## src/sv/dda_pkg.sv

```systemverilog
// ----------------------------------------------------------------------------
// dda_pkg
// Shared types and constants of the line and rectangle-outline rasterizer.
// ----------------------------------------------------------------------------
`default_nettype none
package dda_pkg;
  localparam int unsigned DefCoordBits = 12;
  localparam int unsigned DefFracBits  = 16;
  localparam int unsigned DefColorBits = 16;

  localparam logic [1:0] OP_TICK = 2'd0;
  localparam logic [1:0] OP_LINE = 2'd1;
  localparam logic [1:0] OP_RECT = 2'd2;

  // Divider request: divides num << FRAC_BITS by den with rounding to nearest.
  typedef struct packed {
    logic start;
    logic neg;
  } div_ctl_t;
endpackage
`default_nettype wire

```

## src/sv/dda_div.sv

```systemverilog
// ----------------------------------------------------------------------------
// dda_div
// Restoring divider, one quotient bit per cycle, for the slope of a line.
// Computes round(n*2^F / d) as floor((n*2^(F+1) + d) / (2d)).
// ----------------------------------------------------------------------------
`default_nettype none
module dda_div
  import dda_pkg::*;
#(
  parameter int unsigned COORD_BITS = DefCoordBits,
  parameter int unsigned FRAC_BITS  = DefFracBits
) (
  input  wire logic                   clk_i,
  input  wire logic                   rst_ni,
  input  wire div_ctl_t               ctl_i,
  input  wire logic [COORD_BITS:0]    num_i,   // magnitude
  input  wire logic [COORD_BITS:0]    den_i,   // positive
  output logic                        done_o,
  output logic signed [FRAC_BITS+1:0] quot_o
);
  // dividend = n*2^(F+1) + d, divisor = 2d; quotient <= 2^F
  localparam int unsigned DW = COORD_BITS + FRAC_BITS + 3;
  localparam int unsigned RW = COORD_BITS + 3;
  localparam int unsigned CW = $clog2(DW + 1);

  logic [DW-1:0] dvd_q, dvd_d;
  logic [RW-1:0] rem_q, rem_d, dvs_q;
  logic [CW-1:0] cnt_q, cnt_d;
  logic          run_q, run_d, neg_q;
  logic [RW-1:0] trial;
  logic [RW:0]   diff;

  assign trial = {rem_q[RW-2:0], dvd_q[DW-1]};
  assign diff  = {1'b0, trial} - {1'b0, dvs_q};

  always_comb begin
    dvd_d  = dvd_q;
    rem_d  = rem_q;
    cnt_d  = cnt_q;
    run_d  = run_q;
    done_o = 1'b0;
    if (ctl_i.start) begin
      dvd_d = (DW'(num_i) << (FRAC_BITS + 1)) + DW'(den_i);
      rem_d = '0;
      cnt_d = CW'(DW);
      run_d = 1'b1;
    end else if (run_q) begin
      if (cnt_q == '0) begin
        run_d  = 1'b0;
        done_o = 1'b1;
      end else begin
        cnt_d = cnt_q - 1'b1;
        if (!diff[RW]) begin
          rem_d = diff[RW-1:0];
          dvd_d = {dvd_q[DW-2:0], 1'b1};
        end else begin
          rem_d = trial;
          dvd_d = {dvd_q[DW-2:0], 1'b0};
        end
      end
    end
  end

  assign quot_o = neg_q ? -$signed(dvd_q[FRAC_BITS+1:0]) : $signed(dvd_q[FRAC_BITS+1:0]);

  always_ff @(posedge clk_i or negedge rst_ni) begin
    if (!rst_ni) begin
      run_q <= 1'b0;
      cnt_q <= '0;
    end else begin
      run_q <= run_d;
      cnt_q <= cnt_d;
    end
  end

  always_ff @(posedge clk_i) begin
    dvd_q <= dvd_d;
    rem_q <= rem_d;
    if (ctl_i.start) begin
      dvs_q <= {den_i, 1'b0};
      neg_q <= ctl_i.neg;
    end
  end
endmodule
`default_nettype wire

```

## src/sv/dda_line_rect_rasterizer.sv

```systemverilog
// ----------------------------------------------------------------------------
// dda_line_rect_rasterizer
// Line and rectangle-outline pixel generator with a fixed-point DDA.
// ----------------------------------------------------------------------------
//  channel | dir | tdata (low bit up)                        | tuser/tlast
//  s_axis  | in  | x_start, y_start, x_end, y_end, color    | tuser = op
//  m_axis  | out | pixel_x, pixel_y, pixel_color            | tlast = last_pixel
//
// A draw command passes through LOAD for lines along an axis, and through
// LOAD and then DIV, waiting on the bit-serial slope divider, for sloped
// lines; rectangle segments reload through the same path.
// A tick moves RUN to EMIT, where the pixel is formed into the output
// register once it is empty; it holds a pixel while m_axis stalls.
// Reset is asynchronous, active low, and leaves the block idle.
`default_nettype none
module dda_line_rect_rasterizer
  import dda_pkg::*;
#(
  parameter int unsigned COORD_BITS = DefCoordBits,
  parameter int unsigned FRAC_BITS  = DefFracBits,
  parameter int unsigned COLOR_BITS = DefColorBits
) (
  input  wire logic clk_i,
  input  wire logic rst_ni,
  input  wire logic s_axis_tvalid,
  output logic      s_axis_tready,
  // x_start, y_start, x_end, y_end, color, zero fill
  input  wire logic [((4*COORD_BITS+COLOR_BITS+7)/8)*8-1:0] s_axis_tdata,
  input  wire logic [1:0] s_axis_tuser,  // op
  output logic      m_axis_tvalid,
  input  wire logic m_axis_tready,
  // pixel_x, pixel_y, pixel_color, zero fill
  output logic [((2*COORD_BITS+COLOR_BITS+7)/8)*8-1:0] m_axis_tdata,
  output logic      m_axis_tlast   // last_pixel
);
  localparam int unsigned CB = COORD_BITS;
  localparam int unsigned AW = CB + FRAC_BITS + 1;
  localparam int unsigned OW = ((2*CB+COLOR_BITS+7)/8)*8;

  localparam logic [2:0] ST_IDLE = 3'd0;
  localparam logic [2:0] ST_LOAD = 3'd1;
  localparam logic [2:0] ST_DIV  = 3'd2;
  localparam logic [2:0] ST_RUN  = 3'd3;
  localparam logic [2:0] ST_EMIT = 3'd4;

  logic [2:0] st_q, st_d;
  logic       rect_q;
  logic [1:0] seg_q, seg_d;
  logic signed [CB-1:0] c0_q, c1_q, c2_q, c3_q;
  logic [COLOR_BITS-1:0] col_q;
  logic       xmaj_q, xmaj_d;
  logic signed [CB-1:0] mpos_q, mpos_d;
  logic [CB:0] mrem_q, mrem_d;
  logic signed [AW-1:0] acc_q, acc_d;
  logic signed [FRAC_BITS+1:0] slope_q, slope_d;
  logic       ovalid_q, olast_q;
  logic [OW-1:0] odata_q;
  logic       emit;

  // current segment endpoints
  logic signed [CB-1:0] xa, ya, xb, yb, sxa, sya;
  always_comb begin
    xa = c0_q; ya = c1_q; xb = c2_q; yb = c3_q;
    if (rect_q) begin
      unique case (seg_q)
        2'd0: begin xa = c0_q; ya = c1_q; xb = c2_q; yb = c1_q; end
        2'd1: begin xa = c0_q; ya = c3_q; xb = c2_q; yb = c3_q; end
        2'd2: begin xa = c0_q; ya = c1_q; xb = c0_q; yb = c3_q; end
        default: begin xa = c2_q; ya = c1_q; xb = c2_q; yb = c3_q; end
      endcase
    end
  end

  logic signed [CB:0] dx, dy;
  logic [CB:0] adx, ady;
  logic swap, xm, axis_line;
  assign dx  = {xb[CB-1], xb} - {xa[CB-1], xa};
  assign dy  = {yb[CB-1], yb} - {ya[CB-1], ya};
  assign adx = dx[CB] ? -dx : dx;
  assign ady = dy[CB] ? -dy : dy;
  assign axis_line = (dx == '0) || (dy == '0);
  assign xm   = (dx == '0) ? 1'b0 : (dy == '0) ? 1'b1 : (adx > ady);
  assign swap = xm ? dx[CB] : dy[CB];
  assign sxa  = swap ? xb : xa;
  assign sya  = swap ? yb : ya;

  div_ctl_t dctl;
  logic     ddone;
  logic signed [FRAC_BITS+1:0] dquot;
  assign dctl.start = (st_q == ST_LOAD) && !axis_line;
  assign dctl.neg   = xm ? (dy[CB] ^ dx[CB]) : (dx[CB] ^ dy[CB]);

  dda_div #(.COORD_BITS(CB), .FRAC_BITS(FRAC_BITS)) u_div (
    .clk_i, .rst_ni, .ctl_i(dctl),
    .num_i(xm ? ady : adx), .den_i(xm ? adx : ady),
    .done_o(ddone), .quot_o(dquot)
  );

  logic signed [CB-1:0] minor;
  assign minor = acc_q[CB+FRAC_BITS-1:FRAC_BITS];  // arithmetic floor
  assign emit  = (st_q == ST_EMIT) && !ovalid_q;

  assign s_axis_tready = (st_q == ST_IDLE) || (st_q == ST_RUN);

  logic acc_in;
  assign acc_in = s_axis_tvalid && s_axis_tready;

  always_comb begin
    st_d = st_q; seg_d = seg_q;
    xmaj_d = xmaj_q; mpos_d = mpos_q; mrem_d = mrem_q;
    acc_d = acc_q; slope_d = slope_q;
    unique case (st_q)
      ST_IDLE: begin
        if (acc_in && (s_axis_tuser == OP_LINE || s_axis_tuser == OP_RECT)) begin
          st_d = ST_LOAD; seg_d = '0;
        end
      end
      ST_LOAD: begin
        xmaj_d  = xm;
        slope_d = '0;
        if (dx == '0) begin
          mpos_d = (ya < yb) ? ya : yb; mrem_d = ady;
        end else if (dy == '0) begin
          mpos_d = (xa < xb) ? xa : xb; mrem_d = adx;
        end else begin
          mpos_d = xm ? sxa : sya; mrem_d = xm ? adx : ady;
        end
        acc_d = AW'($signed({(xm ? sya : sxa), {FRAC_BITS{1'b0}}}));
        st_d  = axis_line ? ST_RUN : ST_DIV;
      end
      ST_DIV: begin
        if (ddone) begin
          slope_d = dquot; st_d = ST_RUN;
        end
      end
      ST_RUN: begin
        if (acc_in && s_axis_tuser == OP_TICK) st_d = ST_EMIT;
      end
      ST_EMIT: begin
        if (emit) begin
          if (mrem_q != '0) begin
            mrem_d = mrem_q - 1'b1;
            mpos_d = mpos_q + 1'b1;
            acc_d  = acc_q + AW'(slope_q);
            st_d   = ST_RUN;
          end else if (rect_q && seg_q != 2'd3) begin
            seg_d = seg_q + 1'b1; st_d = ST_LOAD;
          end else begin
            st_d = ST_IDLE;
          end
        end
      end
      default: st_d = ST_IDLE;
    endcase
  end

  always_ff @(posedge clk_i or negedge rst_ni) begin
    if (!rst_ni) begin
      st_q <= ST_IDLE; seg_q <= '0; ovalid_q <= 1'b0;
    end else begin
      st_q <= st_d; seg_q <= seg_d;
      if (emit) ovalid_q <= 1'b1;
      else if (m_axis_tready) ovalid_q <= 1'b0;
    end
  end

  always_ff @(posedge clk_i) begin
    xmaj_q <= xmaj_d; mpos_q <= mpos_d; mrem_q <= mrem_d;
    acc_q <= acc_d; slope_q <= slope_d;
    if (st_q == ST_IDLE && acc_in) begin
      c0_q   <= s_axis_tdata[CB-1:0];
      c1_q   <= s_axis_tdata[2*CB-1:CB];
      c2_q   <= s_axis_tdata[3*CB-1:2*CB];
      c3_q   <= s_axis_tdata[4*CB-1:3*CB];
      col_q  <= s_axis_tdata[4*CB+COLOR_BITS-1:4*CB];
      rect_q <= (s_axis_tuser == OP_RECT);
    end
    if (emit) begin
      odata_q <= OW'({col_q, (xmaj_q ? minor : mpos_q), (xmaj_q ? mpos_q : minor)});
      olast_q <= (mrem_q == '0) && !(rect_q && seg_q != 2'd3);
    end
  end

  assign m_axis_tvalid = ovalid_q;
  assign m_axis_tdata  = odata_q;
  assign m_axis_tlast  = olast_q;
endmodule
`default_nettype wire

```

## config.mk

```make
export PLATFORM = sky130hd
export DESIGN_NAME = dda_line_rect_rasterizer
export DESIGN_NICKNAME = d
export VERILOG_FILES = /design/src/sv/dda_pkg.sv /design/src/sv/dda_div.sv /design/src/sv/dda_line_rect_rasterizer.sv
export SDC_FILE = /design/constraint.sdc
export NUM_CORES = 1
export LEC_CHECK = 0
export BUFFER_PORTS_ARGS = -buffer_cell sky130_fd_sc_hd__buf_2
export CAP_MARGIN = 10
export CORE_MARGIN = 2
export CORE_UTILIZATION = 56
export CTS_BUF_LIST = sky130_fd_sc_hd__clkbuf_8 sky130_fd_sc_hd__clkbuf_16
export DETAILED_ROUTE_END_ITERATION = 8
export HOLD_SLACK_MARGIN = 0.08
export MAX_ROUTING_LAYER = met4
export PLACE_DENSITY = 0.74
export SETUP_SLACK_MARGIN = 0.3
export SLEW_MARGIN = 20
export SYNTH_ARGS = -nofsm -noshare
export SYNTH_HDL_FRONTEND = slang
export SYNTH_SLANG_ARGS = --single-unit
```

## constraint.sdc

```tcl
create_clock -name clk_i -period 6.1 [get_ports clk_i]
set_input_delay 1.22 -clock clk_i [delete_from_list [all_inputs] [get_ports clk_i]]
set_output_delay 1.22 -clock clk_i [all_outputs]
set_load 0.05 [all_outputs]
```

# After elaboration in Yosys (flattened, before gate mapping)
# Cells that the tools add are included.
[totals]
reg_bits = 250
output_inout_bits = 43
word_cells = 158
[op_classes]
addsub = 12
magnitude_cmp = 3
n_eq_ne = 17
muxes = 68
bitwise = 2
n_reduce_logical = 34
[op_table]
columns = ["operator", "n"]
rows = [
  ["2-to-1 mux 12 bit", 20],
  ["2-to-1 mux 13 bit", 8],
  ["2-to-1 mux 31 bit", 3],
  ["2-to-1 mux 29 bit", 2],
  ["case mux 29 bit (2 select lines)", 1],
  ["zero test 13 bit", 3],
  ["2-to-1 mux 18 bit", 2],
  ["case mux 18 bit (2 select lines)", 1],
  ["adder 30 x 13 -> 31 bit", 1],
  ["adder 29 x 18 -> 29 bit", 1],
  ["negation 13 bit", 2],
  ["case mux 13 bit (2 select lines)", 1],
  ["subtractor 12 x 12 -> 13 bit", 2],
  ["less-than comparator 12 bit", 2],
  ["case mux 12 bit (2 select lines)", 1],
  ["negation 18 bit", 1],
  ["subtractor 15 x 14 -> 16 bit", 1],
  ["2-to-1 mux 5 bit", 3],
  ["case mux 3 bit (5 select lines)", 1],
  ["2-to-1 mux 1 bit", 14],
  ["2-to-1 mux 14 bit", 1],
  ["greater-than comparator 13 bit", 1],
  ["nonzero test 13 bit", 1],
  ["subtractor 13 x 1 -> 13 bit, second input constant", 1],
  ["27 further kinds", 62],
]

# Depth between registers and ports, before layout
[logic_depth]
depth_word = 16
mapped_depth = 28

# Cells and area by module
# Synthesis repeated with hierarchy kept, for this count alone.
[hier_totals]
cells_unflattened = 1530
area_unflattened_um2 = 16218.1
[modules_own_cells]
columns = ["module", "n_inst", "cells_each", "area_per_inst_um2", "seq_area_each_um2"]
rows = [
  ["dda_line_rect_rasterizer", 1, 1185, 12441.9, 5495.3],
  ["dda_div", 1, 345, 3776.1, 1781.7],
]

# Worst setup path after synthesis
# OpenSTA, ideal clock, no wires.
[synth_path]
path_kind = "register -> register"
from = "register seg_q[0]"
to = "register mpos_q[11], data pin"
arrival_ps = 5896
required_ps = 5931
setup_slack_ps = 35
stages_incl_launch_ff = 29
path_buffers = 2
cell_sequence = "dfrtp_1 -> inv_1 -> ha_1 -> nand2_1 -> buf_1 -> mux2i_1 -> ha_1 -> inv_1 -> fa_1 -> a21oi_1 -> o21bai_1 -> xor2_1 -> a211oi_1 -> or4b_4 -> o21ai_0 -> xor2_1 -> inv_1 -> ha_1 -> a21o_1 -> a21o_1 -> a21oi_1 -> o211ai_1 -> nand2_1 -> o311ai_2 -> o211ai_2 -> buf_4 -> mux2i_1 -> nor2_1 -> o31ai_1"
[synth_via]
elab_chain_cells = 16
elab_cells_between_ends = 34
cone_classes = "add/sub: 4; order compare: 3; eq/ne: 2; mux: 21; reduce/logical: 4"
[synth_rtl]
columns = ["element", "line_no", "source"]
rows = [
  ["start, declared", "dda_line_rect_rasterizer.sv:48", "logic [1:0] seg_q, seg_d;"],
  ["start signal, assigned", "dda_line_rect_rasterizer.sv:161", "st_q <= st_d; seg_q <= seg_d;"],
  ["equality test 2 bit (tied with other cells)", "dda_line_rect_rasterizer.sv:65", "unique case (seg_q)"],
  ["OR reduction 3 bit (no line)", "-", ""],
  ["2-to-1 mux 12 bit", "dda_line_rect_rasterizer.sv:65", ""],
  ["2-to-1 mux 12 bit", "dda_line_rect_rasterizer.sv:64", "if (rect_q) begin"],
  ["subtractor 12 x 12 -> 13 bit", "dda_line_rect_rasterizer.sv:77", "assign dx = {xb[CB-1], xb} - {xa[CB-1], xa};"],
  ["negation 13 bit", "dda_line_rect_rasterizer.sv:79", "assign adx = dx[CB] ? -dx : dx;"],
  ["2-to-1 mux 13 bit", "dda_line_rect_rasterizer.sv:79", ""],
  ["greater-than comparator 13 bit", "dda_line_rect_rasterizer.sv:82", "assign xm = (dx == '0) ? 1'b0 : (dy == '0) ? 1'b1 : (adx > ady);"],
  ["2-to-1 mux 1 bit (2 in a row)", "dda_line_rect_rasterizer.sv:82", ""],
  ["2-to-1 mux 1 bit", "dda_line_rect_rasterizer.sv:83", "assign swap = xm ? dx[CB] : dy[CB];"],
  ["2-to-1 mux 12 bit, on equally long branches", "dda_line_rect_rasterizer.sv:85, dda_line_rect_rasterizer.sv:84", ""],
  ["2-to-1 mux 12 bit", "dda_line_rect_rasterizer.sv:126", "mpos_d = xm ? sxa : sya; mrem_d = xm ? adx : ady;"],
  ["2-to-1 mux 12 bit", "dda_line_rect_rasterizer.sv:123", "end else if (dy == '0) begin"],
  ["2-to-1 mux 12 bit *", "dda_line_rect_rasterizer.sv:121", "if (dx == '0) begin"],
  ["case mux 12 bit (2 select lines) *", "dda_line_rect_rasterizer.sv:112", "unique case (st_q)"],
  ["named net mpos_d[11]", "dda_line_rect_rasterizer.sv:52", "logic signed [CB-1:0] mpos_q, mpos_d;"],
  ["end signal, assigned", "dda_line_rect_rasterizer.sv:168", "xmaj_q <= xmaj_d; mpos_q <= mpos_d; mrem_q <= mrem_d;"],
  ["end, declared", "dda_line_rect_rasterizer.sv:52", ""],
]
# Mark *: on every way through the listed nets, which the timed path passes. The rest lies on a longest branch.
# A chain may end at the register's enable or synchronous reset.

# Final worst setup path
[layout_path]
from = "register seg_q[0]"
to = "register acc_q[21], data pin"
[layout_via]
elab_chain_cells = 14
elab_cells_between_ends = 28
cone_classes = "add/sub: 4; order compare: 1; eq/ne: 2; mux: 17; reduce/logical: 4"
[layout_rtl]
columns = ["element", "line_no", "source"]
rows = [
  ["equality test 2 bit (tied with other cells)", "dda_line_rect_rasterizer.sv:65", ""],
  ["OR reduction 3 bit (no line)", "-", ""],
  ["2-to-1 mux 12 bit", "dda_line_rect_rasterizer.sv:65", ""],
  ["2-to-1 mux 12 bit", "dda_line_rect_rasterizer.sv:64", ""],
  ["subtractor 12 x 12 -> 13 bit", "dda_line_rect_rasterizer.sv:77", ""],
  ["negation 13 bit", "dda_line_rect_rasterizer.sv:79", ""],
  ["2-to-1 mux 13 bit", "dda_line_rect_rasterizer.sv:79", ""],
  ["greater-than comparator 13 bit", "dda_line_rect_rasterizer.sv:82", ""],
  ["2-to-1 mux 1 bit (2 in a row)", "dda_line_rect_rasterizer.sv:82", ""],
  ["2-to-1 mux 1 bit", "dda_line_rect_rasterizer.sv:83", ""],
  ["2-to-1 mux 12 bit, on equally long branches", "dda_line_rect_rasterizer.sv:84, dda_line_rect_rasterizer.sv:85", ""],
  ["2-to-1 mux 12 bit *", "dda_line_rect_rasterizer.sv:128", "acc_d = AW'($signed({(xm ? sya : sxa), {FRAC_BITS{1'b0}}}));"],
  ["case mux 29 bit (2 select lines) *", "dda_line_rect_rasterizer.sv:112", ""],
  ["named net acc_d[21]", "dda_line_rect_rasterizer.sv:54", "logic signed [AW-1:0] acc_q, acc_d;"],
  ["end signal, assigned", "dda_line_rect_rasterizer.sv:169", "acc_q <= acc_d; slope_q <= slope_d;"],
  ["end, declared", "dda_line_rect_rasterizer.sv:54", ""],
]
# Marked as above.

==> results.yml <==
routing:
  wire_per_inst_um: 19.4
  wirelength_um: 42300
  drtIter0Drc: 1104
  drc: 0
  drt-pass1-iter-count: 5
  vias: 12961
  antenna_left: 0
  viasPerCell: 5.96
global_routing:
  met1_usage_pct: 36.0
  track_usage_pct: 27.8
  grtUsageMet3_pct: 4.40
  grt_max_degree: 68
  antenna_found_initial: 0
  grt_pass1_wl_um: 65400
  busiest_layer: "met2"
  grtUsageMet2_pct: 45.3
  gr-total-overflow: 0
  grt_pass1_vias: 12506
synthesis:
  synth_area_leaders: "edfxtp_1, ha_1, mux2i_1, nor2_1, nand2_1"
  yosys_warnings: 0
  ys_seq_area_share_pct: 45.7
  yosys.area.top_type: "edfxtp_1"
  synth_top_area_share_pct: 42.1
  avgSynthCellArea_um2: 10.3
  synth_nets: 1709
  synth_edf_count: 223
  synth_area_mm2: 0.0159
  ys.flop_type: "edfxtp_1"
  yosysUniqueCellTypes: 80
  async_flop_share_pct: 4.82
  postSynthCellCount: 1543
  synth-seq-cells: 249
timing:
  finalHoldViolations: 0
  slew_viol_final: 0
  tns_ns: 0
  finalClockSkew_ns: 0.0280
  finalSetupViolCount: 0
  worstMarginPinSlew_ns: 1.15
  final.min_clock_period_ns: 5.81
  fmax_mhz: 172
  final.period_utilization_pct: 95.3
  maxSlewHeadroom_pct: 21.9
  rsz0062_at_grt: "yes"
setup_path:
  crit_family: "compound AO/OA/AOI/OAI gates"
  end_kind: "register"
  worst_setup_path_start_kind: "register"
  setup.worst_path.class: "register to register"
  max_stage_delay_ns: 0.54
  cp_slowest_cell: "or4_4"
  ff2ff_path_depth: 26
  crit_cells: 26
  path_buf_inv: 5
  required_ns: 6.37
  path_max_fanout: 8
  worstPathArrival_ns: 6.09
clock_network:
  numCtsBuffers: 27
  clock-sinks: 249
  cts_root_buffer: "clkbuf_16"
  htree_levels: 1
  clk_latency_ns: 0.57
  path_clk_slew_ns: 0.06
  clock_path_buffers: 3
  cts_tree: "done"
final_layout:
  nets: 1946
  final_util_pct: 71.1
  syn_to_final_growth_pct: 24.4
  drive_gt1_share_pct: 28.4
  diodes: 0
  design_area_mm2: 0.0198
  mostFrequentLayoutCell: "edfxtp_1"
  final_cell_mix: "edfxtp_1, nor2_1, nand2_1"
die:
  rows: 61
  die_h_um: 173
  io_pins: 113
  initial_core_util_pct: 57.1
  die_x_um: 173
  die_area_mm2: 0.0298
  fp.coreArea_mm2: 0.0279
worst_hold_path:
  min_path_cells: 0
  hold_path_class: "register to register"
place:
  gp_congestion: 0.986
  placed_cell_area_mm2: 0.0176
  port-buffer-count: 112
  dp_hpwl_um: 29800
flow_run:
  cap_violations: 0
status:
  outcome: "finished clean"
-- per-layer routing --
layer | share of wire (%) | up-vias | wire, µm
met2 | 48 | 500 | 20100
li1 | - | 6144 | -
met3 | 7.5 | 87 | 3160
met5 | 0 | - | 0
met4 | 3.2 | 0 | 1350
met1 | 42 | 6230 | 17700
-- stage by stage --
step	instances	hold slack [ns]	setup slack [ns]
2_1_floorplan	1543	0.400	0.308
6_report	2176	0.418	0.285
3_3_place_gp	2093	0.400	0.0749
3_5_place_dp	2093	0.405	-0.108
4_1_cts	2149	0.419	0.301
5_1_grt	2176	0.427	0.103
-- Yosys cell counts (8+ instances only) --
| master | instances |
|---|---|
| a211oi_1 | 27 |
| a21o_1 | 24 |
| a21oi_1 | 74 |
| a31oi_1 | 23 |
| and2_1 | 13 |
| and3_1 | 8 |
| clkbuf_1 | 35 |
| dfrtp_1 | 12 |
| dfxtp_1 | 14 |
| edfxtp_1 | 223 |
| ha_1 | 92 |
| inv_1 | 91 |
| mux2_2 | 39 |
| mux2i_1 | 108 |
| nand2_1 | 149 |
| nand2b_1 | 13 |
| nand3_1 | 19 |
| nand4_1 | 8 |
| nor2_1 | 153 |
| nor2b_1 | 15 |
| nor3_1 | 26 |
| nor4_1 | 10 |
| o211ai_1 | 9 |
| o21a_1 | 9 |
| o21ai_0 | 75 |
| o21ai_1 | 15 |
| o31ai_1 | 16 |
| or3_1 | 11 |
| xnor2_1 | 51 |
| xor2_1 | 51 |
-- cell type report --
type                            count  area, µm²
Tap cell                          378        473
Fill cell                        1981       8060
Clock buffer                       27        676
Clock inverter                     20        210
Sequential cell                   249       7280
Multi-Input combinational cell   1148       8990
Timing Repair Buffer              262       1830
Inverter                           92        348
-- path summary, 6_finish.rpt --
path | startpoint | endpoint | slack, ns
setup / recovery | seg_q[0] | acc_q[21] | 0.29
hold / removal | col_q[13] | m_axis_tdata[37] | 0.42
setup reg to reg | seg_q[0] | acc_q[21] | 0.29
hold reg to reg | col_q[13] | m_axis_tdata[37] | 0.42
max in group asynchronous | rst_ni | seg_q[1] | 5.22
min in group asynchronous | rst_ni | u_div.cnt_q[2] | 0.58
-- flip-flops by register name, summed over array words and instances (netlist names), 13 cells and up --
register and count:
acc_q 28, col_q 16, m_axis_tdata 40, mrem_q 13
slope_q 18, u_div.dvd_q 31, u_div.dvs_q 13, u_div.rem_q 14
-- repair_timing --
item / CTS / global route
gates cloned: 1 / 2
pin swaps: 11 / 43
resized for setup: 84 / 113
buffers inserted: 8 / 25
endpoints found under the setup margin: 72 / 75
hold buffers: 0 / 0
-- kinds of logic after synthesis --
| kind of cell | share of synthesized area (%) |
|---|---|
| AO/OA/AOI/OAI | 14.2 |
| AND/OR/NAND/NOR | 13.4 |
| buffers and inverters | 3.73 |
| multiplexers | 9.55 |
| adder cells (fa/ha/maj) | 7.74 |
| XOR/XNOR | 5.61 |
| flip-flops | 45.7 |
Power is left out: the tool's default activity adds up to more than one toggle a clock period on the data nets, which glitch-free logic cannot reach.
